`src/hw/rtl/tfbe_pkg.sv`:
```
// Shared types and constants for the typed field byte encoder.
// No dependencies; imported by every module of the block.
package tfbe_pkg;

  typedef enum logic [3:0] {
    KIND_U8,
    KIND_U16,
    KIND_U32,
    KIND_BOOL,
    KIND_I8_TAG,
    KIND_U8_TAG,
    KIND_I16_TAG,
    KIND_U16_TAG,
    KIND_I32_TAG,
    KIND_U32_TAG,
    KIND_DEC16,
    KIND_DEC24,
    KIND_DEC32
  } kind_e;

  localparam logic [7:0] BOOL_TRUE   = 8'h11;
  localparam logic [7:0] BOOL_FALSE  = 8'h10;
  localparam logic [7:0] TAG_DEC16   = 8'h0b;
  localparam logic [7:0] TAG_DEC24   = 8'h0c;
  localparam logic [7:0] TAG_DEC32   = 8'h0d;
  localparam logic [7:0] TAG_OFFSET  = 8'd3;

  localparam int unsigned MaxBytes = 5;
  localparam int unsigned CntW     = $clog2(MaxBytes + 1);

  typedef struct packed {
    logic        err;
    logic [3:0]  kind;
    logic [31:0] value;
    logic [7:0]  scale;
  } dec_t;

  typedef struct packed {
    logic                          err;
    logic [MaxBytes-1:0][7:0]      bytes;
    logic [CntW-1:0]               cnt;
  } pk_t;

endpackage

```
`src/hw/rtl/typed_field_byte_encoder.sv`:
```
// Typed field byte encoder top level: decode, pack and serialise stages.
// Depends on tfbe_pkg, tfbe_decode, tfbe_pack and tfbe_serial.
//
// Encodes one typed value per input transfer into its wire bytes, most
// significant first, one output transfer per byte with tlast on the final
// byte. An item has one to five bytes; the byte serialiser sets the
// sustained rate at one byte per cycle while m_axis_tready is high, and
// a waiting item follows the previous one's last byte without a gap. An
// input transfer passes the decode, pack and serial registers before its
// first output byte. A decimal out of range, or an undefined kind, gives
// one transfer with tuser set, tdata zero and tlast set.
module typed_field_byte_encoder (
  input  logic        clk_i,
  input  logic        rst_ni,
  input  logic        s_axis_tvalid,
  output logic        s_axis_tready,
  input  logic [39:0] s_axis_tdata,   // [31:0] value, [39:32] scale
  input  logic [3:0]  s_axis_tuser,   // [3:0] kind
  output logic        m_axis_tvalid,
  input  logic        m_axis_tready,
  output logic [7:0]  m_axis_tdata,   // [7:0] out_byte
  output logic        m_axis_tlast,
  output logic        m_axis_tuser    // [0] range_error
);
  import tfbe_pkg::*;

  logic dec_valid, dec_ready;
  dec_t dec_data;
  logic pk_valid, pk_ready;
  pk_t  pk_data;

  tfbe_decode u_decode (
    .clk_i       (clk_i),
    .rst_ni      (rst_ni),
    .in_valid_i  (s_axis_tvalid),
    .in_ready_o  (s_axis_tready),
    .kind_i      (s_axis_tuser),
    .value_i     (s_axis_tdata[31:0]),
    .scale_i     (s_axis_tdata[39:32]),
    .out_valid_o (dec_valid),
    .out_ready_i (dec_ready),
    .out_o       (dec_data)
  );

  tfbe_pack u_pack (
    .clk_i       (clk_i),
    .rst_ni      (rst_ni),
    .in_valid_i  (dec_valid),
    .in_ready_o  (dec_ready),
    .in_i        (dec_data),
    .out_valid_o (pk_valid),
    .out_ready_i (pk_ready),
    .out_o       (pk_data)
  );

  tfbe_serial u_serial (
    .clk_i       (clk_i),
    .rst_ni      (rst_ni),
    .in_valid_i  (pk_valid),
    .in_ready_o  (pk_ready),
    .in_i        (pk_data),
    .out_valid_o (m_axis_tvalid),
    .out_ready_i (m_axis_tready),
    .out_byte_o  (m_axis_tdata),
    .out_last_o  (m_axis_tlast),
    .out_err_o   (m_axis_tuser)
  );

endmodule

```
`src/hw/rtl/tfbe_decode.sv`:
```
// First stage: classify the kind and range-check decimal scale and significand.
// Depends on tfbe_pkg.
module tfbe_decode (
  input  logic          clk_i,
  input  logic          rst_ni,
  input  logic          in_valid_i,
  output logic          in_ready_o,
  input  logic [3:0]    kind_i,
  input  logic [31:0]   value_i,
  input  logic [7:0]    scale_i,
  output logic          out_valid_o,
  input  logic          out_ready_i,
  output tfbe_pkg::dec_t out_o
);
  import tfbe_pkg::*;

  logic valid_q;
  dec_t data_q, data_d;
  logic err;

  always_comb begin
    err = 1'b0;
    unique case (kind_e'(kind_i))
      KIND_U8, KIND_U16, KIND_U32, KIND_BOOL, KIND_I8_TAG, KIND_U8_TAG,
      KIND_I16_TAG, KIND_U16_TAG, KIND_I32_TAG, KIND_U32_TAG: err = 1'b0;
      KIND_DEC16: begin
        err = !((value_i[15:12] == 4'h0) || (value_i[15:12] == 4'hf)) ||
              !((scale_i[7:2] == 6'h00) || (scale_i[7:2] == 6'h3f));
      end
      KIND_DEC24: begin
        err = !((value_i[31:19] == 13'h0000) || (value_i[31:19] == 13'h1fff)) ||
              !((scale_i[7:3] == 5'h00) || (scale_i[7:3] == 5'h1f));
      end
      KIND_DEC32: begin
        err = !((value_i[31:26] == 6'h00) || (value_i[31:26] == 6'h3f)) ||
              !((scale_i[7:4] == 4'h0) || (scale_i[7:4] == 4'hf));
      end
      default: err = 1'b1;
    endcase
    data_d = '{err: err, kind: kind_i, value: value_i, scale: scale_i};
  end

  assign in_ready_o  = !valid_q || out_ready_i;
  assign out_valid_o = valid_q;
  assign out_o       = data_q;

  always_ff @(posedge clk_i or negedge rst_ni) begin
    if (!rst_ni) begin
      valid_q <= 1'b0;
    end else if (in_ready_o) begin
      valid_q <= in_valid_i;
    end
  end

  always_ff @(posedge clk_i) begin
    if (in_ready_o && in_valid_i) begin
      data_q <= data_d;
    end
  end

endmodule

```
`src/hw/rtl/tfbe_pack.sv`:
```
// Second stage: build the wire bytes and byte count for one item.
// Depends on tfbe_pkg.
module tfbe_pack (
  input  logic           clk_i,
  input  logic           rst_ni,
  input  logic           in_valid_i,
  output logic           in_ready_o,
  input  tfbe_pkg::dec_t in_i,
  output logic           out_valid_o,
  input  logic           out_ready_i,
  output tfbe_pkg::pk_t  out_o
);
  import tfbe_pkg::*;

  logic valid_q;
  pk_t  data_q, data_d;
  logic [31:0] v;
  logic [7:0]  s;
  logic [7:0]  tag;

  always_comb begin
    v   = in_i.value;
    s   = in_i.scale;
    tag = {4'h0, in_i.kind} - TAG_OFFSET;
    data_d = '{err: 1'b0, bytes: '0, cnt: CntW'(1)};
    case (kind_e'(in_i.kind))
      KIND_U8: begin
        data_d.bytes[0] = v[7:0];
        data_d.cnt      = CntW'(1);
      end
      KIND_U16: begin
        data_d.bytes[0] = v[15:8];
        data_d.bytes[1] = v[7:0];
        data_d.cnt      = CntW'(2);
      end
      KIND_U32: begin
        data_d.bytes[0] = v[31:24];
        data_d.bytes[1] = v[23:16];
        data_d.bytes[2] = v[15:8];
        data_d.bytes[3] = v[7:0];
        data_d.cnt      = CntW'(4);
      end
      KIND_BOOL: begin
        data_d.bytes[0] = (|v[7:0]) ? BOOL_TRUE : BOOL_FALSE;
        data_d.cnt      = CntW'(1);
      end
      KIND_I8_TAG, KIND_U8_TAG: begin
        data_d.bytes[0] = tag;
        data_d.bytes[1] = v[7:0];
        data_d.cnt      = CntW'(2);
      end
      KIND_I16_TAG, KIND_U16_TAG: begin
        data_d.bytes[0] = tag;
        data_d.bytes[1] = v[15:8];
        data_d.bytes[2] = v[7:0];
        data_d.cnt      = CntW'(3);
      end
      KIND_I32_TAG, KIND_U32_TAG: begin
        data_d.bytes[0] = tag;
        data_d.bytes[1] = v[31:24];
        data_d.bytes[2] = v[23:16];
        data_d.bytes[3] = v[15:8];
        data_d.bytes[4] = v[7:0];
        data_d.cnt      = CntW'(5);
      end
      KIND_DEC16: begin
        data_d.bytes[0] = TAG_DEC16;
        data_d.bytes[1] = {s[2:0], v[12:8]};
        data_d.bytes[2] = v[7:0];
        data_d.cnt      = CntW'(3);
      end
      KIND_DEC24: begin
        data_d.bytes[0] = TAG_DEC24;
        data_d.bytes[1] = {s[3:0], v[19:16]};
        data_d.bytes[2] = v[15:8];
        data_d.bytes[3] = v[7:0];
        data_d.cnt      = CntW'(4);
      end
      KIND_DEC32: begin
        data_d.bytes[0] = TAG_DEC32;
        data_d.bytes[1] = {s[4:0], v[26:24]};
        data_d.bytes[2] = v[23:16];
        data_d.bytes[3] = v[15:8];
        data_d.bytes[4] = v[7:0];
        data_d.cnt      = CntW'(5);
      end
      default: data_d.err = 1'b1;
    endcase
    // replace with a single empty error byte
    if (in_i.err) begin
      data_d = '{err: 1'b1, bytes: '0, cnt: CntW'(1)};
    end
  end

  assign in_ready_o  = !valid_q || out_ready_i;
  assign out_valid_o = valid_q;
  assign out_o       = data_q;

  always_ff @(posedge clk_i or negedge rst_ni) begin
    if (!rst_ni) begin
      valid_q <= 1'b0;
    end else if (in_ready_o) begin
      valid_q <= in_valid_i;
    end
  end

  always_ff @(posedge clk_i) begin
    if (in_ready_o && in_valid_i) begin
      data_q <= data_d;
    end
  end

endmodule

```
`src/hw/rtl/tfbe_serial.sv`:
```
// Third stage: shift the packed bytes out one transfer per cycle while the output is ready.
// Depends on tfbe_pkg.
module tfbe_serial (
  input  logic          clk_i,
  input  logic          rst_ni,
  input  logic          in_valid_i,
  output logic          in_ready_o,
  input  tfbe_pkg::pk_t in_i,
  output logic          out_valid_o,
  input  logic          out_ready_i,
  output logic [7:0]    out_byte_o,
  output logic          out_last_o,
  output logic          out_err_o
);
  import tfbe_pkg::*;

  logic                     valid_q;
  logic [MaxBytes-1:0][7:0] bytes_q;
  logic [CntW-1:0]          cnt_q;
  logic                     err_q;
  logic                     last;
  logic                     take;

  assign last        = (cnt_q == CntW'(1));
  assign take        = valid_q && out_ready_i;
  assign in_ready_o  = !valid_q || (take && last);
  assign out_valid_o = valid_q;
  assign out_byte_o  = bytes_q[0];
  assign out_last_o  = last;
  assign out_err_o   = err_q;

  always_ff @(posedge clk_i or negedge rst_ni) begin
    if (!rst_ni) begin
      valid_q <= 1'b0;
    end else if (in_ready_o) begin
      valid_q <= in_valid_i;
    end
  end

  always_ff @(posedge clk_i) begin
    if (in_ready_o && in_valid_i) begin
      bytes_q <= in_i.bytes;
      cnt_q   <= in_i.cnt;
      err_q   <= in_i.err;
    end else if (take && !last) begin
      bytes_q <= {8'h00, bytes_q[MaxBytes-1:1]};
      cnt_q   <= cnt_q - CntW'(1);
    end
  end

endmodule
```
`config.mk`:
```
export PLATFORM = sky130hd
export DESIGN_NAME = typed_field_byte_encoder
export DESIGN_NICKNAME = d
export VERILOG_FILES = /design/src/hw/rtl/tfbe_pkg.sv /design/src/hw/rtl/typed_field_byte_encoder.sv /design/src/hw/rtl/tfbe_decode.sv /design/src/hw/rtl/tfbe_pack.sv /design/src/hw/rtl/tfbe_serial.sv
export SDC_FILE = /design/constraint.sdc
export NUM_CORES = 1
export LEC_CHECK = 0
export ABC_AREA = 1
export BUFFER_PORTS_ARGS = -buffer_cell sky130_fd_sc_hd__buf_2
export CAP_MARGIN = 30
export CORE_MARGIN = 1
export CORE_UTILIZATION = 56
export CTS_CLUSTER_DIAMETER = 100
export DETAILED_ROUTE_END_ITERATION = 7
export GPL_ROUTABILITY_DRIVEN = 0
export PLACE_DENSITY = 0.73
export SLEW_MARGIN = 5
export SYNTH_ARGS = -nofsm -noshare
export SYNTH_HDL_FRONTEND = slang
export SYNTH_HIERARCHICAL = 1
export SYNTH_SLANG_ARGS = --single-unit
```
`constraint.sdc`:
```
create_clock -name clk_i -period 6.29 [get_ports clk_i]
set_clock_uncertainty 0.15 [all_clocks]
set_input_delay 0.3145 -clock clk_i [delete_from_list [all_inputs] [get_ports clk_i]]
set_output_delay 0.3145 -clock clk_i [all_outputs]
set_load 0.02 [all_outputs]
```
### Word-level counts from Yosys, hierarchy flattened

Cells that the tools add are included.

| cells by class | value |
|---|---|
| add/sub/neg operators | 2 |
| eq/ne operators | 31 |
| multiplexer cells | 11 |
| bitwise gates (word level) | 1 |
| reductions and logical operators | 48 |

Operators with widths:

| cell | count |
|---|---|
| 11-bit case mux with 10 select lines | 1 |
| 40-bit two-way mux | 2 |
| 8-bit case mux with 7 select lines | 1 |
| 4-bit == test (second input constant) | 12 |
| 4-bit by 3-bit == test with 1-bit output (second input constant) | 8 |
| 8-bit case mux with 3 select lines | 1 |
| 4-bit by 2-bit == test with 1-bit output (second input constant) | 4 |
| 4-bit zero test | 4 |
| 8-bit case mux with 2 select lines | 1 |
| 13-bit == test (second input constant) | 1 |
| 13-bit zero test | 1 |
| 13-bit OR reduction | 1 |
| 6-bit == test (second input constant) | 2 |
| 6-bit zero test | 2 |
| 1-bit logical OR | 12 |
| 1-bit zero test | 10 |
| 10-bit OR reduction | 1 |
| 2-bit OR reduction | 5 |
| 3-bit OR reduction | 3 |
| 4-bit by 1-bit == test with 1-bit output (second input constant) | 2 |
| 8-bit OR reduction | 1 |
| 1-bit logical AND | 6 |
| 3-bit two-way mux | 2 |
| 5-bit == test (second input constant) | 1 |
| 8 further kinds | 9 |

| storage, ports and cells | value |
|---|---|
| register bits after elaboration | 133 |
| input bits | 48 |
| output and inout bits | 12 |
| logic and storage cells | 114 |

### Logic depth before layout (Yosys ltp)

Gate-level depths: netlist of the first run.

| depth | value |
|---|---|
| word-level depth | 6 |
| mapped depth | 12 |
| gate-level depth less buffers | 10 |

### Modules after synthesis

Netlist of the first run, hierarchy kept.

Modules (own cells, without submodules):

| module | times used | cells an instance | area each (um^2) | seq. area each (um^2) |
|---|---|---|---|---|
| tfbe_pack | 1 | 339 | 2767.7 | 1346.3 |
| tfbe_serial | 1 | 202 | 2247.2 | 1346.3 |
| tfbe_decode | 1 | 115 | 1667.8 | 1376.3 |

### Least setup slack after synthesis of the first run

Ideal clock, no wire load.

| timing | value |
|---|---|
| path type | register to register |
| from | reg u_serial.cnt_q[0] |
| to | reg u_serial/bytes_q[10] in the netlist's numbering, enable pin |
| setup time | 503 ps |
| arrival | 3836 ps |
| required time | 5637 ps |
| path slack | 1801 ps |
| cell stages (with the launch flop) | 5 |
| path buffers | 0 |
| clock period less this slack | 4489 ps |
| path through | edfxtp_1 -> ha_1 -> inv_1 -> nor2_1 -> o21ai_0 |

| between the ends | value |
|---|---|
| longest elaborated chain between the ends | 5 |
| elaborated cells between the ends (all ways) | 7 |
| those cells by class | 1 x eq/ne; 6 x reduce/logical |

RTL lines:

| what | line | text |
|---|---|---|
| start, declared | tfbe_serial.sv:19 | `logic [CntW-1:0] cnt_q;` |
| start signal, assigned | tfbe_serial.sv:43 | `cnt_q <= in_i.cnt;` |
| start signal, assigned | tfbe_serial.sv:47 | `cnt_q <= cnt_q - CntW'(1);` |
| 3-bit by 1-bit == test with 1-bit output (*) | tfbe_serial.sv:24 | `assign last = (cnt_q == CntW'(1));` |
| net m_axis_tlast | typed_field_byte_encoder.sv:22 | `output logic m_axis_tlast,` |
| 1-bit logical AND | tfbe_serial.sv:26 | `assign in_ready_o = !valid_q \|\| (take && last);` |
| 1-bit logical OR | tfbe_serial.sv:26 |  |
| 1-bit logical AND | tfbe_serial.sv:41 | `if (in_ready_o && in_valid_i) begin` |
| 2-bit nonzero test (no source line) (*) | - |  |
| end signal, assigned | tfbe_serial.sv:42 | `bytes_q <= in_i.bytes;` |
| end signal, assigned | tfbe_serial.sv:46 | `bytes_q <= {8'h00, bytes_q[MaxBytes-1:1]};` |
| end, declared | tfbe_serial.sv:18 | `logic [MaxBytes-1:0][7:0] bytes_q;` |

The timed path passes the listed nets; every way through them passes the cells marked *.
A chain may end at the register's enable or synchronous reset.

### Worst setup path after layout of the first run

| timing | value |
|---|---|
| from | reg u_serial.cnt_q[1] |
| to | reg u_serial/bytes_q[19] in the netlist's numbering, enable pin |

| between the ends | value |
|---|---|
| longest elaborated chain between the ends | 5 |
| elaborated cells between the ends (all ways) | 7 |
| those cells by class | 1 x eq/ne; 6 x reduce/logical |

RTL lines:

| what | line | text |
|---|---|---|
| 3-bit by 1-bit == test with 1-bit output | tfbe_serial.sv:24 |  |
| 1-bit logical AND | tfbe_serial.sv:26 |  |
| 1-bit logical OR | tfbe_serial.sv:26 |  |
| net pk_ready | typed_field_byte_encoder.sv:29 | `logic pk_valid, pk_ready;` |
| 1-bit logical AND | tfbe_serial.sv:41 |  |
| 2-bit nonzero test (no source line) | - |  |

The timed path passes the listed nets, and every way through them passes these cells.

==> metrics.md, run 1 <==
| Metric | Value |
|---|---|
| Routed wire per std cell | 14.69 µm |
| Achievable frequency | 369.6 MHz |
| Starting Density | 57.49% |
| Slew Limit Fails | 0 |
| Syn_area_per_cell | 10.10 µm² |
| R2R Path Start | u_serial/cnt_q[1] |
| Global-route wire length before repair | 22270 µm |
| TritonCTS buffer count | 17 |
| Max clock buf depth | 2 |
| Fin area | 0.007873 mm² |
| Reg clk slew, reported paths | 0.06 ns |
| Worst R2R Setup Slack | 3.58 ns |
| RSZ-0062 raised after global routing | no |
| Worst EP arrival | 2.60 ns |
| Status | completed |
| Worst-path maximum fanout | 46 |
| Setup Buffers After CTS | 0 |
| Power per cell area | 490.2 mW/mm² |
| Synth-to-Final Area Change | 19.42% |
| DRT iter0 DRCs | 586 |
| Nets | 800 |
| Relative slew slack | 56.72% |
| Min-Delay Path Class | primary input to flop |
| Vias in the first global route | 4683 |
| Worst path slowest cell | buf_4 |
| Crit-path cells | inv_1 -> ha_1 -> nand3_2 -> nand2_4 -> nand2_4 -> o21ai_4 -> buf_4 |
| Max-cap violations | 0 |
| Worst setup EP type | flop |
| GRT Total Usage | 23.01% |
| Final setup TNS | 0 ns |
| IO Count | 60 |
| Via count | 4784 |
| Resize count post-CTS | 0 |
| WS Path Type | flop to flop |
| H-tree Lvls | 4 |
| GRT Residual Overflow | 0 |
| Reg2reg end | u_serial/bytes_q[19] |
| Full die area | 0.01221 mm² |
| Overall Power | 3.859 mW |
| Critical path's top delay family | simple AND/OR/NAND/NOR gates |
| Final HPWL DP | 9090 µm |
| Net Count, Synth | 707 |
| Routed vias/inst | 5.304 |
| CP most frequent cell | nand2_4 |
| Max rail drop VDD | 0.4472 mV |
| Final Critical Period | 2.706 ns |
| Post-route clock period utilization | 43.02% |
| Share of cells above drive strength 1 | 19.10% |
| CP bufs+invs | 2 |
| Syn Inst Count | 653 |
| Initial antenna violation count | 0 |
| Final setup violation count | 0 |
| Worst skew pair latency | 0.41 ns |
| Hold Path Stages | 1 |
| Width of the die | 110.5 µm |
| Hold path start | s_axis_tdata[26] |
| Post-route ant nets | 0 |
| Pre-antenna DRT Iters | 6 |
| Die Y | 110.5 µm |
| Req. time, crit path | 6.18 ns |
| Hold Violations, Final | 0 |
| Hold_ws | 0.01886 ns |
| CTS root buffer | clkbuf_16 |
| Path depth of the worst reg2reg path | 7 |
| Mapped Area | 0.006593 mm² |
| # diodes | 0 |
| Worst Hold Endpoint | u_decode/out_o[34] |
| Synth warnings | 6 |
| Leakage | 3.448 nW |
| FP Rows | 39 |
| Detailed Route WL | 13250 µm |
| Tightest Pin Transition | 0.6485 ns |
| Drc violations | 0 |
| Largest stage delay, worst path | 0.47 ns |
| Area after DPL | 0.006840 mm² |
| TritonCTS clock tree | yes |
| CTS Sinks | 133 |
| Crit start category | flop |
| Largest net degree at the start of global routing | 47 |
| IO buf count | 59 |
| Core ar. | 0.01147 mm² |
==> what timing repair did <==
| action | in CTS | in global routing |
|---|---|---|
| hold buffers | 42 | 0 |
| setup endpoints to repair | 0 | 0 |
| hold endpoints to repair | 44 | 0 |
==> worst max-delay path by stage <==
stage	startpoint	end	slack, ns	cells past startpoint
2_1_floorplan	u_serial/cnt_q[0]	u_serial/bytes_q[10]	1.80	4
3_3_place_gp	u_serial/cnt_q[1]	u_decode/out_o[26]	3.36	8
3_5_place_dp	u_serial/cnt_q[1]	u_serial/bytes_q[34]	3.59	7
4_1_cts	u_serial/cnt_q[1]	u_serial/bytes_q[10]	3.57	7
5_1_grt	u_serial/cnt_q[1]	u_serial/out_byte_o[2]	3.40	7
6_report	u_serial/cnt_q[1]	u_serial/bytes_q[19]	3.58	7
==> per-stage QoR <==
step                      utilization, %  setup WS (ns)  cells
after detailed placement           59.65          3.592    828
after global placement             59.48          3.363    827
final                              68.65          3.584    902
after floorplan                        -          1.801    653
after global routing               68.65          3.405    902
after CTS                          68.65          3.567    902
==> power breakdown <==
part | switching [mW] | leakage (nW) | internal [mW]
sequential | 0.203 | 1.28 | 1.55
clock | 0.377 | 0.301 | 0.633
combinational | 0.771 | 1.86 | 0.323
total | 1.35 | 3.45 | 2.51
==> registers in the layout (all words and copies together), names as in the netlist <==
signal and count:
u_pack/out_o 44, u_decode/out_o 42, u_serial/bytes_q 32, u_serial/out_byte_o 8, u_serial/cnt_q 3, u_decode/out_valid_o 1, u_pack/out_valid_o 1, u_serial/out_err_o 1
u_serial/out_valid_o 1
==> layer usage <==
metal  track usage, %  wire length (µm)  vias up  share of wire (%)
met4            10.22               364        0                2.7
met5                0                 0        -                  0
met1            29.25              5691     2179                 43
met3            4.940               722       30                5.4
met2            37.97              6474      220                 49
li1                 -                 -     2355                  -
==> cell usage in the layout (no fill, tap or decap), types with 9 or more instances in the layout <==
cell type,instances
clkbuf_16,17
buf_2,59
o21ai_0,11
dlygate4sd3_1,42
nand3_1,58
edfxtp_1,130
nand2_1,211
inv_6,9
nand4_1,13
inv_1,60
nor2_1,63
nand3_2,19
==> cell type report <==
class	instances	area (µm²)
Sequential cell	133	3979
Fill cell	831	3595
Multi-Input combinational cell	425	2102
Timing Repair Buffer	105	758.2
Clock buffer	17	425.4
Inverter	64	242.7
Clock inverter	15	186.4
Tap cell	143	178.9
==> worst reg2reg max path, stage by stage (launching register included) <==
cell      delay [ns]
edfxtp_1        0.36
inv_1           0.09
ha_1            0.18
nand3_2         0.10
nand2_4         0.38
nand2_4         0.43
o21ai_4         0.16
buf_4           0.47
(Power assumes the default switching activity.)
==> run 2, diff against run 1 <==
--- a/config.mk
+++ b/config.mk
@@ -9,7 +9,7 @@
 export BUFFER_PORTS_ARGS = -buffer_cell sky130_fd_sc_hd__buf_2
 export CAP_MARGIN = 30
 export CORE_MARGIN = 1
-export CORE_UTILIZATION = 56
+export CORE_UTILIZATION = 54
 export CTS_CLUSTER_DIAMETER = 100
 export DETAILED_ROUTE_END_ITERATION = 7
 export GPL_ROUTABILITY_DRIVEN = 0
==> constraint.sdc (replaced) <==
create_clock -name clk_i -period 2.3 [get_ports clk_i]
set_clock_uncertainty 0.15 [all_clocks]
set_input_delay 0.115 -clock clk_i [delete_from_list [all_inputs] [get_ports clk_i]]
set_output_delay 0.115 -clock clk_i [all_outputs]
set_load 0.02 [all_outputs]
==> metrics.md, run 2 (synthesis gave the netlist of run 1 again) <==
| Metric | Value |
|---|---|
| Most frequent cells in the layout | 210 x nand2_1, 130 x edfxtp_1, 63 x nor2_1 |
| DRT iter0 DRCs | 629 |
| Core ar. | 0.01166 mm² |
| # diodes | 0 |
| WS Path Type | flop to flop |
| CP most frequent cell | nor2_1 |
| GRT Total Usage | 23.83% |
| Crit start category | flop |
| Largest net degree at the start of global routing | 46 |
| Worst EP arrival | 2.19 ns |
| CP bufs+invs | 1 |
| Pre-antenna DRT Iters | 6 |
| Drc violations | 0 |
| IO Count | 60 |
| Max clock buf depth | 2 |
| Share of cells above drive strength 1 | 19.95% |
| Worst setup EP type | flop |
| RSZ-0062 raised after global routing | no |
| CTS root buffer | clkbuf_16 |
| Tightest Pin Transition | 0.5929 ns |
| Full die area | 0.01265 mm² |
| Routed vias/inst | 5.448 |
| Detailed Route WL | 13940 µm |
| Min-Delay Path Class | primary input to flop |
| Final Critical Period | 2.115 ns |
| IO buf count | 59 |
| Final HPWL DP | 9183 µm |
| TritonCTS clock tree | yes |
| Width of the die | 112.5 µm |
| Initial antenna violation count | 0 |
| Overall Power | 10.45 mW |
| Vias in the first global route | 4855 |
| Hold Violations, Final | 0 |
| Routed wire per std cell | 15.31 µm |
| Max rail drop VDD | 0.5314 mV |
| Setup Buffers After CTS | 0 |
| Die Y | 112.5 µm |
| Max reg flops | 44 |
| Status | completed |
| Final setup violation count | 0 |
| Commonest non-fill, non-tap cell in the layout | nand2_1 |
| Power per cell area | 1319 mW/mm² |
| Worst-path maximum fanout | 10 |
| Synth-to-Final Area Change | 20.21% |
| H-tree Lvls | 4 |
| Slew Limit Fails | 0 |
| Achievable frequency | 472.8 MHz |
| Global-route wire length before repair | 23160 µm |
| TritonCTS buffer count | 17 |
| FP Rows | 39 |
| Relative slew slack | 60.47% |
| CTS Sinks | 133 |
| Reg clk slew, reported paths | 0.06 ns |
| Nets | 809 |
| GRT Residual Overflow | 0 |
| Critical path's top delay family | simple AND/OR/NAND/NOR gates |
| Crit-path cells | inv_1 -> ha_2 -> nor2_1 -> nor2_2 -> nand3_1 -> nand2_1 -> nor2_1 -> nor2_1 |
| Worst skew pair latency | 0.41 ns |
| Starting Density | 56.53% |
| Max-cap violations | 0 |
| Leakage | 3.451 nW |
| Post-route ant nets | 0 |
| Largest stage delay, worst path | 0.43 ns |
| Via count | 4958 |
| Worst path slowest cell | edfxtp_1 |
| Post-route clock period utilization | 91.96% |
| Final Util | 67.95% |
| Req. time, crit path | 2.37 ns |
-- run 2: cell types whose count changed in the layout (fill, tap and decap cells not counted), sizes merged --
| cell | delta |
|---|---|
| clkinv | +7 |
| inv | -9 |
| clkbuf | +1 |
| dlygate4sd3 | +2 |
| bufinv | -2 |
| clkinvlp | +2 |
| buf | +7 |
-- run 2: final timing paths --
check / start / to / slack, ns / cells past startpoint
worst max-delay path: u_decode/out_o[40] / u_pack/out_o[6] / 0.18 / 8
worst min-delay path: m_axis_tready / u_pack/out_valid_o / 0.02 / 6
worst max register to register: u_decode/out_o[40] / u_pack/out_o[6] / 0.18 / 8
worst min register to register: u_pack/out_o[43] / u_serial/out_err_o / 0.34 / 0
max in group asynchronous: rst_ni / u_decode/out_valid_o / 1.42 / 3
min in group asynchronous: rst_ni / u_serial/out_valid_o / 0.43 / 3
-- run 2: layer usage --
metal,global-route usage (%),part of all wire (%)
met5,0,0
met4,12.09,3.0
met3,5.292,6.2
met2,40.08,49
met1,29.09,42
-- run 2: metrics by stage --
| stage | cells | hold WS (ns) | instance area, µm² | TNS [ns] | worst slack, ns |
|---|---|---|---|---|---|
| after floorplan | 653 | -0.3306 | 6646 | -10.28 | -0.1466 |
| final | 910 | 0.02281 | 7925 | 0 | 0.1849 |
| after detailed placement | 835 | -0.2323 | 6938 | 0 | 0.1467 |
| after CTS | 910 | 0.004788 | 7920 | 0 | 0.1204 |
| after global placement | 835 | -0.2346 | 6938 | 0 | 0.2389 |
| after global routing | 910 | 0.03712 | 7925 | 0 | 0.04814 |
-- run 2: where the power goes --
group	internal (mW)	switching, mW
sequential	4.24	0.535
clock	1.47	0.974
combinational	1.02	2.21
total	6.73	3.72
-- run 2: worst reg2reg max path: cells and delay by family, from the launching register on --
kind | cells | cell delay (ns)
adders and majority gates | 1 | 0.34
DFF | 1 | 0.43
and+or+nand+nor | 6 | 0.87
buffers and inverters | 1 | 0.14
-- run 2: repair_timing --
action	CTS	global route
resized for setup	0	2
endpoints found under the setup margin	0	13
endpoints found under the hold margin	46	0
hold buffers	44	0
-- run 2: final cells by class --
cell class	count	area, µm²
fillers	859	3737
clock buffers	18	429.2
repair buffers	114	855.8
well taps	143	178.9
flip-flops and latches	133	3979
inverters	64	252.7
multi-input cells	425	2117
clock inverters	13	112.6
